$ cat config.mk
export PLATFORM = sky130hd
export DESIGN_NAME = byte_stuffed_crc_frame_decoder_top
export DESIGN_NICKNAME = d
export VERILOG_FILES = /design/src/rtl/core/bscfd_pkg.sv /design/src/rtl/core/byte_stuffed_crc_frame_decoder_top.sv /design/src/rtl/core/bscfd_front.sv /design/src/rtl/core/bscfd_cmd_fifo.sv /design/src/rtl/core/bscfd_back.sv
export SDC_FILE = /design/constraint.sdc
export NUM_CORES = 1
export LEC_CHECK = 0
export BUFFER_PORTS_ARGS = -buffer_cell sky130_fd_sc_hd__buf_4
export CORE_AREA = 2 2 154 156
export CTS_BUF_LIST = sky130_fd_sc_hd__clkbuf_8
export CTS_CLUSTER_DIAMETER = 200
export DETAILED_ROUTE_END_ITERATION = 6
export DIE_AREA = 0 0 156 158
export GPL_TIMING_DRIVEN = 0
export MAX_ROUTING_LAYER = met4
export PLACE_DENSITY_LB_ADDON = 0.05
export SETUP_SLACK_MARGIN = 0.02
export SLEW_MARGIN = 20
export SYNTH_ARGS = -nofsm -noshare
export SYNTH_HDL_FRONTEND = slang
export SYNTH_SLANG_ARGS = --single-unit
export TNS_END_PERCENT = 30
$ cat constraint.sdc
create_clock -name clk_i -period 7.4 [get_ports clk_i]
set_clock_uncertainty 0.15 [all_clocks]
set_input_delay 0.37 -clock clk_i [delete_from_list [all_inputs] [get_ports clk_i]]
set_output_delay 0.37 -clock clk_i [all_outputs]
set_load 0.005 [all_outputs]
$ cat src/rtl/core/bscfd_pkg.sv
// ----------------------------------------------------------------------------
// bscfd_pkg
// Shared types, constants and the byte-wide crc-32 update for the deframer.
// ----------------------------------------------------------------------------
package bscfd_pkg;

  localparam int unsigned MaxRawFrame = 128;
  localparam int unsigned TailLen     = 4;
  localparam int unsigned CmdDepth    = 4;
  localparam logic [31:0] CrcPoly     = 32'hEDB8_8320;
  localparam logic [31:0] CrcInit     = 32'hFFFF_FFFF;

  // configuration register indexes
  typedef enum logic [2:0] {
    REG_START_BYTE  = 3'd0,
    REG_END_BYTE    = 3'd1,
    REG_ESCAPE_BYTE = 3'd2,
    REG_ESC_START   = 3'd3,
    REG_ESC_END     = 3'd4,
    REG_ESC_ESCAPE  = 3'd5
  } reg_idx_e;

  typedef struct packed {
    logic [7:0] start_byte;
    logic [7:0] end_byte;
    logic [7:0] escape_byte;
    logic [7:0] esc_start_code;
    logic [7:0] esc_end_code;
    logic [7:0] esc_escape_code;
  } cfg_t;

  typedef enum logic [1:0] {
    CMD_START = 2'd0,
    CMD_DATA  = 2'd1,
    CMD_END   = 2'd2
  } cmd_kind_e;

  // flag: close-at-once for start, too-long for end
  typedef struct packed {
    cmd_kind_e  kind;
    logic [7:0] data;
    logic       flag;
  } cmd_t;

  typedef enum logic [1:0] {
    STAT_OK        = 2'd0,
    STAT_CRC_ERR   = 2'd1,
    STAT_TOO_LONG  = 2'd2,
    STAT_TOO_SHORT = 2'd3
  } status_e;

  typedef enum logic {
    ST_HUNT  = 1'b0,
    ST_FRAME = 1'b1
  } front_state_e;

  function automatic logic [31:0] crc_byte(input logic [31:0] c_in, input logic [7:0] b);
    logic [31:0] c;
    c = c_in ^ {24'd0, b};
    for (int k = 0; k < 8; k++) begin
      c = c[0] ? ((c >> 1) ^ CrcPoly) : (c >> 1);
    end
    return c;
  endfunction

endpackage

$ cat src/rtl/core/byte_stuffed_crc_frame_decoder_top.sv
// ----------------------------------------------------------------------------
// byte_stuffed_crc_frame_decoder_top
// Byte-stuffed frame deframer with trailing big-endian crc-32 check.
//
//   channel   dir  handshake                 payload
//   s_axis    in   s_axis_tvalid/tready      tdata[7:0] rx_byte
//   m_axis    out  m_axis_tvalid/tready      tdata payload_byte, frame_status;
//                                            tuser is_frame_end
//   cfg       in   cfg_we                    cfg_idx, cfg_wdata
//
// One input beat per cycle; a result is loaded into the output register as
// its command leaves the queue. The four-entry command queue lets the front
// keep taking beats while the output is stalled, and s_axis_tready drops
// only when that queue is full. Reset clears the frame state and loads the
// default framing bytes; no clearing pass is needed.
// ----------------------------------------------------------------------------
module byte_stuffed_crc_frame_decoder_top (
  input  logic        clk_i,
  input  logic        rst_ni,
  input  logic        s_axis_tvalid_i,
  output logic        s_axis_tready_o,
  input  logic [7:0]  s_axis_tdata_i,   // [7:0] rx_byte
  output logic        m_axis_tvalid_o,
  input  logic        m_axis_tready_i,
  output logic [15:0] m_axis_tdata_o,   // [7:0] payload_byte, [9:8] frame_status
  output logic        m_axis_tuser_o,   // [0] is_frame_end
  input  logic        cfg_we_i,
  input  logic [2:0]  cfg_idx_i,
  input  logic [7:0]  cfg_wdata_i
);
  import bscfd_pkg::*;

  cfg_t cfg_q;
  logic fifo_full, accept, f_cmd_valid, q_valid, pop;
  cmd_t f_cmd, q_head;
  logic [7:0] out_pay;
  logic [1:0] out_stat;

  always_ff @(posedge clk_i or negedge rst_ni) begin
    if (!rst_ni) begin
      cfg_q.start_byte      <= 8'd170;
      cfg_q.end_byte        <= 8'd85;
      cfg_q.escape_byte     <= 8'd204;
      cfg_q.esc_start_code  <= 8'd1;
      cfg_q.esc_end_code    <= 8'd2;
      cfg_q.esc_escape_code <= 8'd3;
    end else if (cfg_we_i) begin
      unique case (cfg_idx_i)
        REG_START_BYTE:  cfg_q.start_byte      <= cfg_wdata_i;
        REG_END_BYTE:    cfg_q.end_byte        <= cfg_wdata_i;
        REG_ESCAPE_BYTE: cfg_q.escape_byte     <= cfg_wdata_i;
        REG_ESC_START:   cfg_q.esc_start_code  <= cfg_wdata_i;
        REG_ESC_END:     cfg_q.esc_end_code    <= cfg_wdata_i;
        REG_ESC_ESCAPE:  cfg_q.esc_escape_code <= cfg_wdata_i;
        default: ;
      endcase
    end
  end

  assign s_axis_tready_o = !fifo_full;
  assign accept          = s_axis_tvalid_i && !fifo_full;

  bscfd_front u_front (
    .clk_i       (clk_i),
    .rst_ni      (rst_ni),
    .cfg_i       (cfg_q),
    .accept_i    (accept),
    .byte_i      (s_axis_tdata_i),
    .cmd_valid_o (f_cmd_valid),
    .cmd_o       (f_cmd)
  );

  bscfd_cmd_fifo u_fifo (
    .clk_i      (clk_i),
    .rst_ni     (rst_ni),
    .push_i     (f_cmd_valid),
    .push_cmd_i (f_cmd),
    .full_o     (fifo_full),
    .pop_i      (pop),
    .valid_o    (q_valid),
    .head_o     (q_head)
  );

  bscfd_back u_back (
    .clk_i         (clk_i),
    .rst_ni        (rst_ni),
    .cmd_valid_i   (q_valid),
    .cmd_i         (q_head),
    .pop_o         (pop),
    .out_valid_o   (m_axis_tvalid_o),
    .out_ready_i   (m_axis_tready_i),
    .out_is_end_o  (m_axis_tuser_o),
    .out_payload_o (out_pay),
    .out_status_o  (out_stat)
  );

  assign m_axis_tdata_o = {6'd0, out_stat, out_pay};

endmodule

$ cat src/rtl/core/bscfd_front.sv
// ----------------------------------------------------------------------------
// bscfd_front
// Start hunt, escape removal and raw length count; issues one command per
// byte that matters to the back end.
// ----------------------------------------------------------------------------
module bscfd_front (
  input  logic              clk_i,
  input  logic              rst_ni,
  input  bscfd_pkg::cfg_t   cfg_i,
  input  logic              accept_i,
  input  logic [7:0]        byte_i,
  output logic              cmd_valid_o,
  output bscfd_pkg::cmd_t   cmd_o
);
  import bscfd_pkg::*;

  front_state_e state_q, state_d;
  logic         esc_q, esc_d;
  logic [7:0]   raw_q, raw_d;

  logic is_start, is_end, is_esc;

  assign is_start = (byte_i == cfg_i.start_byte);
  assign is_end   = (byte_i == cfg_i.end_byte);
  assign is_esc   = (byte_i == cfg_i.escape_byte);

  // next state
  always_comb begin
    state_d = state_q;
    if (accept_i) begin
      unique case (state_q)
        ST_HUNT: begin
          if (is_start && !is_end) state_d = ST_FRAME;
        end
        ST_FRAME: begin
          if (is_end) state_d = ST_HUNT;
        end
        default: state_d = ST_HUNT;
      endcase
    end
  end

  // outputs and frame counters
  always_comb begin
    esc_d       = esc_q;
    raw_d       = raw_q;
    cmd_valid_o = 1'b0;
    cmd_o.kind  = CMD_DATA;
    cmd_o.data  = byte_i;
    cmd_o.flag  = 1'b0;
    if (accept_i) begin
      unique case (state_q)
        ST_HUNT: begin
          if (is_start) begin
            cmd_valid_o = 1'b1;
            cmd_o.kind  = CMD_START;
            cmd_o.flag  = is_end;
            esc_d       = 1'b0;
            raw_d       = is_end ? 8'd0 : 8'd1;
          end
        end
        ST_FRAME: begin
          if (is_end) begin
            cmd_valid_o = 1'b1;
            cmd_o.kind  = CMD_END;
            cmd_o.data  = cfg_i.end_byte;
            cmd_o.flag  = (raw_q >= 8'(MaxRawFrame));
            esc_d       = 1'b0;
            raw_d       = 8'd0;
          end else begin
            if (raw_q != 8'hFF) raw_d = raw_q + 8'd1;
            esc_d = 1'b0;
            if (esc_q && byte_i == cfg_i.esc_start_code) begin
              cmd_valid_o = 1'b1;
              cmd_o.data  = cfg_i.start_byte;
            end else if (esc_q && byte_i == cfg_i.esc_end_code) begin
              cmd_valid_o = 1'b1;
              cmd_o.data  = cfg_i.end_byte;
            end else if (esc_q && byte_i == cfg_i.esc_escape_code) begin
              cmd_valid_o = 1'b1;
              cmd_o.data  = cfg_i.escape_byte;
            end else if (is_esc) begin
              // unknown code falls through here and may open a new escape
              esc_d = 1'b1;
            end else begin
              cmd_valid_o = 1'b1;
            end
          end
        end
        default: ;
      endcase
    end
  end

  always_ff @(posedge clk_i or negedge rst_ni) begin
    if (!rst_ni) begin
      state_q <= ST_HUNT;
      esc_q   <= 1'b0;
      raw_q   <= 8'd0;
    end else begin
      state_q <= state_d;
      esc_q   <= esc_d;
      raw_q   <= raw_d;
    end
  end

endmodule

$ cat src/rtl/core/bscfd_cmd_fifo.sv
// ----------------------------------------------------------------------------
// bscfd_cmd_fifo
// Small command queue between the front and back ends.
// ----------------------------------------------------------------------------
module bscfd_cmd_fifo (
  input  logic              clk_i,
  input  logic              rst_ni,
  input  logic              push_i,
  input  bscfd_pkg::cmd_t   push_cmd_i,
  output logic              full_o,
  input  logic              pop_i,
  output logic              valid_o,
  output bscfd_pkg::cmd_t   head_o
);
  import bscfd_pkg::*;

  localparam int unsigned PtrW = $clog2(CmdDepth);
  localparam int unsigned CntW = $clog2(CmdDepth + 1);

  cmd_t            mem_q [CmdDepth];
  logic [PtrW-1:0] wr_ptr_q, rd_ptr_q;
  logic [CntW-1:0] cnt_q;

  assign full_o  = (cnt_q == CntW'(CmdDepth));
  assign valid_o = (cnt_q != '0);
  assign head_o  = mem_q[rd_ptr_q];

  always_ff @(posedge clk_i) begin
    if (push_i) mem_q[wr_ptr_q] <= push_cmd_i;
  end

  always_ff @(posedge clk_i or negedge rst_ni) begin
    if (!rst_ni) begin
      wr_ptr_q <= '0;
      rd_ptr_q <= '0;
      cnt_q    <= '0;
    end else begin
      if (push_i) wr_ptr_q <= wr_ptr_q + PtrW'(1);
      if (pop_i)  rd_ptr_q <= rd_ptr_q + PtrW'(1);
      if (push_i && !pop_i)      cnt_q <= cnt_q + CntW'(1);
      else if (pop_i && !push_i) cnt_q <= cnt_q - CntW'(1);
    end
  end

endmodule

$ cat src/rtl/core/bscfd_back.sv
// ----------------------------------------------------------------------------
// bscfd_back
// Four-byte tail delay, crc accumulation, frame check and output register.
// ----------------------------------------------------------------------------
module bscfd_back (
  input  logic              clk_i,
  input  logic              rst_ni,
  input  logic              cmd_valid_i,
  input  bscfd_pkg::cmd_t   cmd_i,
  output logic              pop_o,
  output logic              out_valid_o,
  input  logic              out_ready_i,
  output logic              out_is_end_o,
  output logic [7:0]        out_payload_o,
  output logic [1:0]        out_status_o
);
  import bscfd_pkg::*;

  localparam int unsigned FillW = $clog2(TailLen + 1);
  localparam int unsigned IdxW  = $clog2(TailLen);

  logic [7:0]       tail_q [TailLen];
  logic [FillW-1:0] fill_q, fill_d;
  logic [31:0]      crc_q, crc_d;
  logic             vld_q;
  logic             is_end_q;
  logic [7:0]       pay_q;
  logic [1:0]       stat_q;

  logic        emit, emit_end, tail_full, shift_en, store_en;
  logic [7:0]  emit_pay;
  status_e     emit_stat;
  logic [31:0] crc_calc, crc_got;

  assign pop_o     = cmd_valid_i && (!vld_q || out_ready_i);
  assign tail_full = (fill_q == FillW'(TailLen));
  assign crc_calc  = ~crc_byte(crc_q, cmd_i.data);
  always_comb begin
    crc_got = '0;
    for (int i = 0; i < TailLen; i++) begin
      crc_got = {crc_got[23:0], tail_q[i]};
    end
  end

  always_comb begin
    emit      = 1'b0;
    emit_end  = 1'b0;
    emit_pay  = 8'd0;
    emit_stat = STAT_OK;
    fill_d    = fill_q;
    crc_d     = crc_q;
    shift_en  = 1'b0;
    store_en  = 1'b0;
    if (pop_o) begin
      unique case (cmd_i.kind)
        CMD_START: begin
          fill_d = '0;
          crc_d  = crc_byte(CrcInit, cmd_i.data);
          if (cmd_i.flag) begin
            // start byte doubles as end byte
            emit      = 1'b1;
            emit_end  = 1'b1;
            emit_stat = STAT_TOO_SHORT;
            crc_d     = CrcInit;
          end
        end
        CMD_DATA: begin
          if (tail_full) begin
            emit     = 1'b1;
            emit_pay = tail_q[0];
            crc_d    = crc_byte(crc_q, tail_q[0]);
            shift_en = 1'b1;
          end else begin
            store_en = 1'b1;
            fill_d   = fill_q + FillW'(1);
          end
        end
        CMD_END: begin
          emit     = 1'b1;
          emit_end = 1'b1;
          if (cmd_i.flag)             emit_stat = STAT_TOO_LONG;
          else if (!tail_full)        emit_stat = STAT_TOO_SHORT;
          else if (crc_calc != crc_got) emit_stat = STAT_CRC_ERR;
          else                        emit_stat = STAT_OK;
          fill_d = '0;
          crc_d  = CrcInit;
        end
        default: ;
      endcase
    end
  end

  always_ff @(posedge clk_i) begin
    if (shift_en) begin
      for (int i = 0; i < TailLen - 1; i++) begin
        tail_q[i] <= tail_q[i+1];
      end
      tail_q[TailLen-1] <= cmd_i.data;
    end else if (store_en) begin
      tail_q[fill_q[IdxW-1:0]] <= cmd_i.data;
    end
    if (emit) begin
      is_end_q <= emit_end;
      pay_q    <= emit_pay;
      stat_q   <= emit_stat;
    end
  end

  always_ff @(posedge clk_i or negedge rst_ni) begin
    if (!rst_ni) begin
      fill_q <= '0;
      crc_q  <= CrcInit;
      vld_q  <= 1'b0;
    end else begin
      fill_q <= fill_d;
      crc_q  <= crc_d;
      if (emit)             vld_q <= 1'b1;
      else if (out_ready_i) vld_q <= 1'b0;
    end
  end

  assign out_valid_o   = vld_q;
  assign out_is_end_o  = is_end_q;
  assign out_payload_o = pay_q;
  assign out_status_o  = stat_q;

endmodule
[Word-level counts from Yosys, hierarchy flattened]
Memory sizes are Yosys's and may differ from the RTL's.
Cells that the tools add are included.
W data, S select, Z words.
Word-level totals
  bits in registers: 112
  bits in writable memories: 76
  input port bits: 24
  output and inout port bits: 19
  logic and storage cells: 204
  memories kept: 2
Memory list
  u_fifo.mem_q: words 4, width 11, rd ports 1, clocked after Yosys merged registers in 0, write ports 1, RTL line bscfd_cmd_fifo.sv:20  | cmd_t mem_q [CmdDepth];
  u_back.tail_q: words 4, width 8, rd ports 4, clocked after Yosys merged registers in 0, write ports 4, RTL line bscfd_back.sv:22  | logic [7:0] tail_q [TailLen];
Cells by class
  add/sub/neg operators: 6
  order comparisons: 1
  equality and inequality tests: 21
  mux-type cells: 93
  bitwise logic cells: 29
  reductions and logical operators: 34
Operators by type and width (count)
  $mux W32: 26
  $not A13 Y14: 24
  $pmux W32 S3: 1
  $mux W8: 9
  $xor A32 B8 Y32: 2
  $eq A8 B8 Y1: 6
  $mux W1: 38
  $ne A32 B32 Y1: 1
  $not A32 Y32: 1
  $not A8 Y32: 1
  $pmux W8 S2: 1
  $reduce_and A2 Y1: 7
  $eq A3 B3 Y1 const B: 4
  $reduce_and A3 Y1: 4
  $mux W11: 1
  $mux W2: 5
  $pmux W1 S2: 5
  $mux W3: 3
  $add A8 B1 Y8 const B: 1
  $ge A8 B8 Y1 const B: 1
  $logic_and A1 B1 Y1: 8
  $ne A8 B8 Y1 const B: 1
  $pmux W2 S2: 2
  $reduce_or A8 Y1: 1
  other kinds (20): 31

[Longest topological paths before layout]
Gate-level depths: netlist (run 1).
An unclocked memory read counts as a cell.
  depth after elaboration: 24
  gate-level depth with buffers: 13
  mapped depth without buffers: 12

[Cells and area by module]
From an unflattened synthesis (run 1), not the netlist that was laid out.
Second synthesis, totals
  cells, all modules: 917
  area total of the unflattened synthesis: 11288.3 µm²
Modules (own cells, without submodules)
  bscfd_back: times used 1, cells an instance 532, area each 5833.1 µm², seq. area each 2232.1 µm²
  bscfd_cmd_fifo: times used 1, cells an instance 91, area each 1988.2 µm², seq. area each 1496.4 µm²
  byte_stuffed_crc_frame_decoder_top: times used 1, cells an instance 115, area each 1911.8 µm², seq. area each 1221.2 µm²
  bscfd_front: times used 1, cells an instance 179, area each 1555.2 µm², seq. area each 250.2 µm²

[Worst setup path after synthesis (run 1)]
Ideal clock, no wire load.
  kind: input -> register
  start: in s_axis_tdata_i[6]
  end: reg u_fifo.cnt_q[2]
  setup time: 0.079 ns
  arrival time: 3.212 ns
  data required time: 7.171 ns
  path slack: 3.959 ns
  stages: 12
  buffers on the path: 1
  cell sequence: clkbuf_1 xnor2_1 nand3_1 nor4_2 nor4b_1 a21oi_1 ha_1 inv_1 fa_1 xor2_1 nor2_1 xor2_1
On the way
  longest elaborated chain between the ends: 11
  elaborated cells on any way between the ends: 22
  those cells by class: 6 x eq/ne; 9 x mux; 7 x reduce/logical
RTL lines
  from (decl): RTL line byte_stuffed_crc_frame_decoder_top.sv:22  | input logic [7:0] s_axis_tdata_i,
  $eq A8 B8 Y1 (on tied branches): RTL line bscfd_front.sv:25, bscfd_front.sv:79
  $mux W1 or $logic_and A1 B1 Y1 (tied branches): RTL line bscfd_front.sv:82, bscfd_front.sv:79
  $mux W1: RTL line bscfd_front.sv:79  | end else if (esc_q && byte_i == cfg_i.esc_escape_code) begin
  $mux W1: RTL line bscfd_front.sv:76  | end else if (esc_q && byte_i == cfg_i.esc_end_code) begin
  $mux W1: RTL line bscfd_front.sv:73  | if (esc_q && byte_i == cfg_i.esc_start_code) begin
  $mux W1: RTL line bscfd_front.sv:63  | if (is_end) begin
  $pmux W1 S2 (*): RTL line bscfd_front.sv:52  | unique case (state_q)
  $mux W1 (*): RTL line bscfd_front.sv:51  | if (accept_i) begin
  via f_cmd_valid: RTL line byte_stuffed_crc_frame_decoder_top.sv:34  | logic fifo_full, accept, f_cmd_valid, q_valid, pop;
  $logic_not A1 Y1: RTL line bscfd_cmd_fifo.sv:41  | else if (pop_i && !push_i) cnt_q <= cnt_q - CntW'(1);
  $logic_and A1 B1 Y1: RTL line bscfd_cmd_fifo.sv:41
  $reduce_bool A2 Y1 (no line)
  to (signal assigned): RTL line bscfd_cmd_fifo.sv:40  | if (push_i && !pop_i) cnt_q <= cnt_q + CntW'(1);
  to (signal assigned): RTL line bscfd_cmd_fifo.sv:41
  to (decl): RTL line bscfd_cmd_fifo.sv:22  | logic [CntW-1:0] cnt_q;
Mark *: on every way through the listed nets, which the timed path passes. The rest lies on a longest branch.
A chain may end at the register's enable or synchronous reset.

[Worst setup path in the final report (run 1)]
  start: reg cfg_q[1] (netlist bit)
  end: reg u_fifo.cnt_q[2]
On the way
  longest elaborated chain between the ends: 11
  elaborated cells on any way between the ends: 13
  those cells by class: 1 x eq/ne; 7 x mux; 5 x reduce/logical
RTL lines
  from (decl): RTL line byte_stuffed_crc_frame_decoder_top.sv:33  | cfg_t cfg_q;
  $eq A8 B8 Y1 (*): RTL line bscfd_front.sv:79
  $logic_and A1 B1 Y1 (*): RTL line bscfd_front.sv:79
  $mux W1 (*): RTL line bscfd_front.sv:79
  $mux W1 (*): RTL line bscfd_front.sv:76
  $mux W1 (*): RTL line bscfd_front.sv:73
  $mux W1 (*): RTL line bscfd_front.sv:63
  $pmux W1 S2 (*): RTL line bscfd_front.sv:52
  $mux W1 (*): RTL line bscfd_front.sv:51
  via f_cmd_valid: RTL line byte_stuffed_crc_frame_decoder_top.sv:34
  $logic_not A1 Y1: RTL line bscfd_cmd_fifo.sv:41
  $logic_and A1 B1 Y1: RTL line bscfd_cmd_fifo.sv:41
  $reduce_bool A2 Y1 (no line)
Marks and branches as above.

==> qor.txt, run 1 <==
outcome: finished clean
met2 WL post-DR: 12,400 um
WS Path Type: reg -> reg
Die ar.: 24,600 um2
clk root buf: clkbuf_8
Final Hold Viols: 0
DIE WIDTH: 156 um
Worst Path Arrival: 4.20 ns
Resize count post-CTS: 0
drc violations: 0
Critical path origin: cfg_q[1]
Clock Sinks: 188
area grow syn2layout: 9.50%
top post-synthesis cells by area: edfxtp_1 23%, xnor2_1 14%, dfrtp_1 12%
total CTS buffers: 17
maxcap violations: 0
total track usage: 24.2%
Synth Instances: 963
vias post-DR: 7,247
antenna cells: 0
Final Cycle Share: 53.1%
drt initial violations: 559
hold_sp: cfg_wdata_i[5]
row count: 56
worst-margin pin slew: 1.05 ns
Final setup viols: 0
RePlAce Congestion: 0.894
CORE AREA: 23,100 um2
fin. max-slew vios: 0
Clock Path Buffers: 2
largest net degree at the start of global routing: 102
Mapped Area: 11,100 um2
Fmax achieved: 254 MHz
top cell type's share of synthesized area: 23.5%
worst-path cell chain: xnor2_1 > nand4_1 > nor4_2 > nor4b_1 > a21oi_1 > ha_1 > inv_1 > fa_1 > xor2_1 > nor2_1 > xor2_1
Setup Fix Bufs, Post-CTS: 0
global-route wire length before repair: 42,800 um
port buffer count: 26
Post-synth ARST share: 53.7%
RR Startpoint: cfg_q[1]
critical path capture point type: flip-flop
slowest cell on the critical path: nor4_2
total of warnings raised by yosys: 0
Top FF cell, synth: edfxtp_1
highest metal used: met4
worst hold-check path type: in -> reg
M1 WL: 13,500 um
Syn Area/Cell: 11.5 um2
worst-path fanout max: 9
H-tree depth: 4
cell mode on critical path: xor2_1
min Tclk post-route: 3.93 ns
WL/cell: 20.9 um
final wirelength: 27,600 um
vias per cell: 5.48
antenna-violating nets left: 0
number of enable flip-flop cells after synthesis: 87
layout cells sized above 1: 22.4%
CTS tree: yes
RSZ-0062 raised after global routing: no
dpl hpwl: 20,500 um
WP data required: 7.66 ns
metal3 WL: 1460 um
TritonRoute pass-1 iters: 5
most frequent cells in the layout: 180 x xnor2_1, 87 x edfxtp_1, 71 x mux2_2
I/O Pins: 43
later-pin clock latency in the skew report: 0.48 ns
CP peak stage delay: 0.78 ns
cell taking the most area after synthesis: edfxtp_1
die outline height: 158 um
post-layout net count: 1,058
Cell variety after synth: 64
initial antenna violation count: 0
register area share after synthesis: 46.8%
initial core utilization: 48.2%
vias in the first global route: 7,133
clk slew on worst S/H paths: 0.11 ns
commonest non-fill, non-tap cell in the layout: xnor2_1
Rel. slew slack: 29.5%
worst r2r path cells: 11
setup_tns: 0 ns
Remaining Overflow, GRT: 0
Hold Crit Depth: 2
CP Launch Type: flip-flop
synthesized flop and latch total: 188
==> metal layers <==
layer  GRT usage [%]  vias to the layer above
met5               -                        -
met3            4.41                       19
li1                -                     3476
met2            36.5                      198
met4            4.46                        0
met1            34.6                     3554
==> critical path: cells and delay by family, from the launching register on <==
family                   cells  cell delay [ns]
XOR/XNOR                     3             0.45
AND/OR/NAND/NOR              4             1.17
buffers and inverters        1             0.07
adder cells (fa/ha/maj)      2             0.72
AO/OA/AOI/OAI                1             0.74
flip-flops                   1             0.55
==> final timing paths <==
path,to,slack (ns)
setup / recovery,u_fifo.cnt_q[2],3.47
hold / removal,cfg_q[13],0.02
setup reg to reg,u_fifo.cnt_q[2],3.47
hold reg to reg,u_back.crc_q[10],0.36
max in group asynchronous,cfg_q[2],6.03
min in group asynchronous,cfg_q[3],0.43
==> cells by family after synthesis <==
group	after synthesis	share of synthesized area [%]
muxes	88	9.58
adders and majority gates	14	1.64
AOI/OAI and AO/OA	157	9.13
xor gates and xnor gates	258	21.8
other	1	0.0337
buffers and inverters	67	2.81
DFF	188	46.8
and+or+nand+nor	190	8.27
==> stage by stage <==
step                hold slack (ns)  util (%)  cell area, um2  setup slack [ns]  cells
detailed placement            0.349      50.9           11700              3.01   1285
CTS                         0.00515      52.8           12200              3.37   1323
global placement              0.346      50.7           11700              3.01   1284
finish                       0.0227      52.8           12200              3.47   1323
global route                0.00977      52.8           12200              3.19   1323
floorplan                   -0.0756         -           11100              3.96    968
==> synthesized netlist by cell type, types with 15 or more instances <==
cell	n
a211oi_1	21
a21o_1	20
a21oi_1	46
and2_1	15
clkbuf_1	33
dfrtp_1	53
dfstp_2	48
edfxtp_1	87
mux2_2	71
nand2_1	64
nor2_1	45
o21ai_0	30
xnor2_1	180
xor2_1	64
==> flip-flops by register name (all words and copies together) (netlist names) <==
name	count
u_fifo.rd_ptr_q	2
u_front.raw_q	8
u_front.state_q	1
u_back.out_is_end_o	1
u_back.out_payload_o	8
u_fifo.wr_ptr_q	2
cfg_q	48
u_back.out_valid_o	1
u_front.esc_q	1
u_back.crc_q	32
u_back.tail_q	32
u_fifo.mem_q	44
u_back.out_status_o	2
u_back.fill_q	3
u_fifo.cnt_q	3
==> final cells by class <==
| cell class | instances | area (um2) |
|---|---|---|
| Inverter | 18 | 75.1 |
| Multi-Input combinational cell | 713 | 5640 |
| Fill cell | 2058 | 10900 |
| Clock inverter | 15 | 159 |
| Buffer | 49 | 238 |
| Sequential cell | 188 | 5200 |
| Clock buffer | 17 | 234 |
| Tap cell | 290 | 363 |
| Timing Repair Buffer | 33 | 264 |
==> timing repair <==
| item | in CTS | in global routing |
|---|---|---|
| hold endpoints to repair | 63 | 0 |
| hold buffers | 6 | 0 |
| endpoints found under the setup margin | 0 | 0 |
Power of run 1 is left out: the tool's default activity adds up to more than one toggle a clock period on the data nets, which glitch-free logic cannot reach.
==> inputs of run 2 (changes only) <==
--- a/config.mk
+++ b/config.mk
@@ -5,12 +5,13 @@
 export SDC_FILE = /design/constraint.sdc
 export NUM_CORES = 1
 export LEC_CHECK = 0
+export ABC_AREA = 1
 export BUFFER_PORTS_ARGS = -buffer_cell sky130_fd_sc_hd__buf_4
-export CORE_AREA = 2 2 154 156
+export CORE_AREA = 2 2 165 167
 export CTS_BUF_LIST = sky130_fd_sc_hd__clkbuf_8
 export CTS_CLUSTER_DIAMETER = 200
 export DETAILED_ROUTE_END_ITERATION = 6
-export DIE_AREA = 0 0 156 158
+export DIE_AREA = 0 0 167 169
 export GPL_TIMING_DRIVEN = 0
 export MAX_ROUTING_LAYER = met4
 export PLACE_DENSITY_LB_ADDON = 0.05
==> constraint.sdc (replaced) <==
create_clock -name clk_i -period 3.7 [get_ports clk_i]
set_clock_uncertainty 0.15 [all_clocks]
set_input_delay 0.185 -clock clk_i [delete_from_list [all_inputs] [get_ports clk_i]]
set_output_delay 0.185 -clock clk_i [all_outputs]
set_load 0.005 [all_outputs]
==> qor.txt, run 2 <==
Regs by FF count: cfg_q x48, u_fifo.mem_q x44
Fmax achieved: 277 MHz
vias post-DR: 11,178
total track usage: 29.3%
count leader, synth: nand2_1
I/O Pins: 43
largest net degree at the start of global routing: 61
outcome: finished clean
Clock Path Buffers: 2
worst-path cell chain: buf_6 > inv_6 > buf_8 > buf_6 > nand2_1 > a32oi_2 > inv_1 > ha_1 > nor2_4 > clkinv_2 > clkbuf_1 > o211ai_1 > o21ai_0
H-tree depth: 4
most frequent cells in the layout: 467 x nand2_1, 177 x inv_1, 163 x o21ai_0
total CTS buffers: 17
Layout fillers: 2,556
register area share after synthesis: 40.8%
critical path capture point type: flip-flop
clk slew on worst S/H paths: 0.13 ns
vias in the first global route: 10,355
Hold WS: 0.0279 ns
Clock Sinks: 188
Critical path origin: u_fifo.rd_ptr_q[0]
cell mode on critical path: buf_6
DIE WIDTH: 167 um
drt initial violations: 1,067
commonest non-fill, non-tap cell in the layout: nand2_1
Setup Fix Bufs, Post-CTS: 0
Top FF cell, synth: edfxtp_1
area grow syn2layout: 11.0%
slowest cell on the critical path: ha_1
RR Startpoint: u_fifo.rd_ptr_q[0]
Post-synth ARST share: 53.7%
maxcap violations: 0
worst-path fanout max: 10
total of warnings raised by yosys: 0
Remaining Overflow, GRT: 0
cell family with most CP delay: buffers and inverters
Worst Path Arrival: 3.82 ns
Final setup viols: 0
crit path buf inv count: 7
hold_sp: cfg_idx_i[0]
vias per cell: 5.46
die outline height: 169 um
drc violations: 0
TritonRoute pass-1 iters: 6
Die ar.: 28,200 um2
worst-margin pin slew: 0.719 ns
most frequent cells after synthesis: 473 x nand2_1, 177 x inv_1, 163 x o21ai_0
post-layout net count: 1,732
initial antenna violation count: 0
Final Hold Viols: 0
clk root buf: clkbuf_8
final wirelength: 40,000 um
number of enable flip-flop cells after synthesis: 87
dpl hpwl: 30,500 um
WP data required: 3.92 ns
most flop-heavy register: cfg_q
top cell type's share of synthesized area: 20.5%
RSZ-0062 raised after global routing: yes
port buffer count: 28
WS Path Type: reg -> reg
CP Launch Type: flip-flop
CORE AREA: 26,500 um2
Syn Area/Cell: 7.83 um2
Rel. slew slack: 52.1%
synthesized flop and latch total: 188
cell taking the most area after synthesis: edfxtp_1
Synth Instances: 1,627
Cell variety after synth: 62
min Tclk post-route: 3.61 ns
max FFs per register: 48
Final Cycle Share: 97.5%
Mapped Area: 12,700 um2
RePlAce Congestion: 0.974
CTS tree: yes
antenna-violating nets left: 0
initial core utilization: 48.1%
later-pin clock latency in the skew report: 0.49 ns
CP peak stage delay: 0.44 ns
worst hold-check path type: in -> reg
top post-synthesis cells by area: edfxtp_1 20%, nand2_1 14%, dfrtp_1 10%
layout cells sized above 1: 15.4%
row count: 60
WL/cell: 19.5 um
global-route wire length before repair: 61,000 um
antenna cells: 0
fin. max-slew vios: 0
worst reg2reg setup slack: 0.09 ns
==> run 2: changes by cell type after synthesis, moves of 19 or more <==
cell / change
mux2_2: -71
nor2_1: +54
nand2_1: +409
nand3_1: +86
nand2_4: +19
o21ai_0: +133
inv_1: +163
nand2_2: +40
xnor2_1: -136
==> run 2: area by class of cell <==
cell class / instances / area, um2 / share of cell area (%)
buffer: 51 / 299 / 2.11
tap: 341 / 427 / 3.02
sequential: 188 / 5200 / 36.8
multi-input combinational: 1206 / 6670 / 47.2
clock inverter: 15 / 225 / 1.59
inverter: 187 / 708 / 5.01
clock buffer: 17 / 234 / 1.65
timing repair buffer: 43 / 382 / 2.70
==> run 2: cells by family (layout without fill, tap and decap cells) <==
| group | after synthesis | count (layout) | share of synthesized area [%] |
|---|---|---|---|
| flops | 188 | 188 | 40.8 |
| mux | 1 | 1 | 0.0785 |
| xor+xnor | 119 | 119 | 9.06 |
| fa+ha+maj | 14 | 14 | 1.43 |
| buf+inv | 238 | 313 | 7.85 |
| simple gates | 799 | 799 | 28.8 |
| other cells | 1 | 6 | 0.0294 |
| compound gates | 267 | 267 | 11.9 |
==> run 2: per-stage QoR <==
stage / setup WS, ns / utilization (%) / cell area [um2] / setup TNS, ns / cells
global route: -0.0184 / 53.4 / 14100 / -0.0413 / 2048
global placement: -0.759 / 50.6 / 13400 / -37.30 / 2001
finish: 0.0908 / 53.4 / 14100 / 0 / 2048
detailed placement: -0.622 / 50.8 / 13500 / -23.51 / 2004
floorplan: 0.501 / - / 12800 / 0 / 1632
CTS: -0.148 / 53.1 / 14100 / -4.91 / 2047
==> run 2: final timing paths <==
| path | end | cells past startpoint |
|---|---|---|
| min reg2reg | cfg_q[0] | 2 |
| max reg2reg | u_back.crc_q[1] | 13 |
| max | u_back.crc_q[1] | 13 |
| max in group asynchronous | cfg_q[38] | 3 |
| min in group asynchronous | u_fifo.cnt_q[2] | 2 |
| min | cfg_q[25] | 5 |
==> run 2: worst register-to-register path: stages (launching register included) <==
cell      delay [ns]
dfrtp_1         0.39
buf_6           0.14
inv_6           0.07
buf_8           0.13
buf_6           0.17
nand2_1         0.08
a32oi_2         0.33
inv_1           0.16
ha_1            0.44
nor2_4          0.26
clkinv_2        0.23
clkbuf_1        0.30
o211ai_1        0.42
o21ai_0         0.22
==> run 2: metal layers <==
metal	vias to the layer above	GRT usage [%]	wire length (um)
li1	5448	-	-
met1	5321	35.9	16600
met2	334	49.4	19700
met3	75	3.65	1930
met4	0	12.1	1720
met5	-	-	0
==> run 2: timing repair <==
action                                  in CTS  in global routing
endpoints found under the setup margin     116                 73
hold endpoints to repair                   112                  1
gates resized for setup                     13                 14
hold buffers                                11                  1
Power of run 2 is left out for the same reason.
==> inputs of run 3 (changes only) <==
--- a/config.mk
+++ b/config.mk
@@ -7,11 +7,11 @@
 export LEC_CHECK = 0
 export ABC_AREA = 1
 export BUFFER_PORTS_ARGS = -buffer_cell sky130_fd_sc_hd__buf_4
-export CORE_AREA = 2 2 165 167
+export CORE_AREA = 2 2 166 168
 export CTS_BUF_LIST = sky130_fd_sc_hd__clkbuf_8
 export CTS_CLUSTER_DIAMETER = 200
 export DETAILED_ROUTE_END_ITERATION = 6
-export DIE_AREA = 0 0 167 169
+export DIE_AREA = 0 0 168 170
 export GPL_TIMING_DRIVEN = 0
 export MAX_ROUTING_LAYER = met4
 export PLACE_DENSITY_LB_ADDON = 0.05
@@ -19,5 +19,6 @@
 export SLEW_MARGIN = 20
 export SYNTH_ARGS = -nofsm -noshare
 export SYNTH_HDL_FRONTEND = slang
+export SYNTH_HIERARCHICAL = 1
 export SYNTH_SLANG_ARGS = --single-unit
 export TNS_END_PERCENT = 30
==> qor.txt, run 3 <==
RSZ-0062 raised after global routing: yes
hold_sp: s_axis_tdata_i[3]
Regs by FF count: cfg_q x48, u_fifo/mem_q x44
drt initial violations: 943
TritonRoute pass-1 iters: 5
Post-synth ARST share: 53.7%
most flop-heavy register: cfg_q
top cell type's share of synthesized area: 20.1%
synthesized flop and latch total: 188
count leader, synth: nand2_1
largest net degree at the start of global routing: 102
fin. max-slew vios: 0
Clock Sinks: 188
top post-synthesis cells by area: edfxtp_1 20%, nand2_1 20%, dfrtp_1 10%
clk slew on worst S/H paths: 0.12 ns
total track usage: 28.9%
worst-path fanout max: 10
Fmax achieved: 285 MHz
WL/cell: 17.8 um
antenna-violating nets left: 0
drc violations: 0
Worst Path Arrival: 3.56 ns
area grow syn2layout: 11.0%
vias post-DR: 11,344
RR Startpoint: u_fifo/rd_ptr_q[0]
cell taking the most area after synthesis: edfxtp_1
Die ar.: 28,600 um2
Final setup viols: 0
Rel. slew slack: 35.3%
Remaining Overflow, GRT: 0
maxcap violations: 0
total CTS buffers: 17
row count: 60
vias per cell: 5.22
layout cells sized above 1: 13.7%
WS Path Type: reg -> reg
Clock Path Buffers: 2
total of warnings raised by yosys: 6
port buffer count: 28
Hold WS: 0.0399 ns
initial antenna violation count: 0
Final Cycle Share: 94.7%
Critical path origin: u_fifo/rd_ptr_q[0]
Syn Area/Cell: 7.48 um2
most frequent cells in the layout: 674 x nand2_1, 179 x inv_1, 127 x nand3_1
final wirelength: 38,600 um
max FFs per register: 48
global-route wire length before repair: 61,200 um
Cell variety after synth: 53
die outline height: 170 um
CTS tree: yes
number of enable flip-flop cells after synthesis: 87
register area share after synthesis: 40.0%
CORE AREA: 26,700 um2
critical path capture point type: flip-flop
dpl hpwl: 29,100 um
I/O Pins: 43
worst-margin pin slew: 0.971 ns
initial core utilization: 48.8%
vias in the first global route: 10,989
later-pin clock latency in the skew report: 0.47 ns
DIE WIDTH: 168 um
most frequent cells after synthesis: 686 x nand2_1, 184 x inv_1, 127 x nand3_1
min Tclk post-route: 3.51 ns
WP data required: 3.76 ns
commonest non-fill, non-tap cell in the layout: nand2_1
clk root buf: clkbuf_8
worst hold-check path type: in -> reg
RePlAce Congestion: 0.953
outcome: finished clean
Final Hold Viols: 0
Synth Instances: 1,739
post-layout net count: 1,856
Mapped Area: 13,000 um2
Layout fillers: 2,610
antenna cells: 0
Top FF cell, synth: edfxtp_1
H-tree depth: 4
CP Launch Type: flip-flop
-- run 3: changes by cell type in the layout (fill, tap and decap cells not counted), moves of 15 or more --
cell / change
nand2_1: +207
o21ai_0: -66
nand3_1: +29
o211ai_1: +22
nand2_2: -19
a21oi_1: -16
xor2_1: +16
nand2_4: -15
-- run 3: metrics by stage --
| stage | utilization [%] | cells | worst slack [ns] | cell area [um2] | setup TNS [ns] |
|---|---|---|---|---|---|
| 2_1_floorplan | - | 1744 | 0.473 | 13000 | 0 |
| 3_3_place_gp | 51.3 | 2113 | -0.688 | 13700 | -14.69 |
| 3_5_place_dp | 51.3 | 2114 | -0.287 | 13700 | -4.44 |
| 4_1_cts | 53.7 | 2165 | -0.0370 | 14300 | -0.0370 |
| 5_1_grt | 54.2 | 2172 | -0.0366 | 14400 | -0.0366 |
| 6_report | 54.2 | 2172 | 0.194 | 14400 | 0 |
-- run 3: cell families (layout without fill, tap and decap cells) --
family	Yosys count	count (layout)	synth area share, %
XOR/XNOR	128	128	9.65
buffers and inverters	253	340	8.79
AND/OR/NAND/NOR	964	964	31.5
adder cells (fa/ha/maj)	14	14	1.40
AO/OA/AOI/OAI	191	191	8.64
other	1	6	0.0288
flip-flops	188	188	40.0
-- run 3: routing by layer --
metal  routed length, um  global-route usage (%)
met1               15900                    34.4
met2               18900                    49.4
met3                1860                    3.05
met4                1890                    14.1
met5                   0                       -
-- run 3: worst paths after layout --
kind,end,slack (ns),cells past startpoint
setup / recovery,u_back/out_status_o[0],0.19,21
hold / removal,u_fifo/mem_q[1][4],0.04,3
setup reg to reg,u_back/out_status_o[0],0.19,21
hold reg to reg,cfg_q[43],0.33,2
max in group asynchronous,u_fifo/rd_ptr_q[1],2.51,2
min in group asynchronous,cfg_q[10],0.24,2
-- run 3: worst max-delay path, stage by stage, from the launching register on --
cell      delay, ns
dfrtp_1        0.39
buf_6          0.14
buf_6          0.14
o211ai_1       0.20
nand2_1        0.13
buf_2          0.26
inv_6          0.19
nand2_1        0.13
nand2_4        0.16
nand2_1        0.09
nand2_2        0.17
nand2_1        0.07
nand2_1        0.15
nor2_1         0.06
nor2_1         0.10
nand2_1        0.05
nor2_1         0.13
nand2_1        0.07
nor2_1         0.15
nand3_1        0.16
nand2_1        0.09
a21oi_1        0.07
-- run 3: repair_timing --
action | 4_1_cts | 5_1_grt
cloned | 0 | 0
endpoints found under the hold margin | 106 | 0
hold buffers | 19 | 0
setup endpoints to repair | 45 | 88
resized for setup | 2 | 27
setup buffers | 0 | 8
-- run 3: final cells by class --
cell class                      count  area, um2  share of cell area, %
Multi-Input combinational cell   1303       6740                   46.7
Clock buffer                       17        234                   1.62
Tap cell                          341        427                   2.96
Buffer                             51        364                   2.52
Clock inverter                     15        193                   1.33
Inverter                          201        805                   5.57
Sequential cell                   188       5200                   36.0
Timing Repair Buffer               56        469                   3.25
Power of run 3 is left out for the same reason.
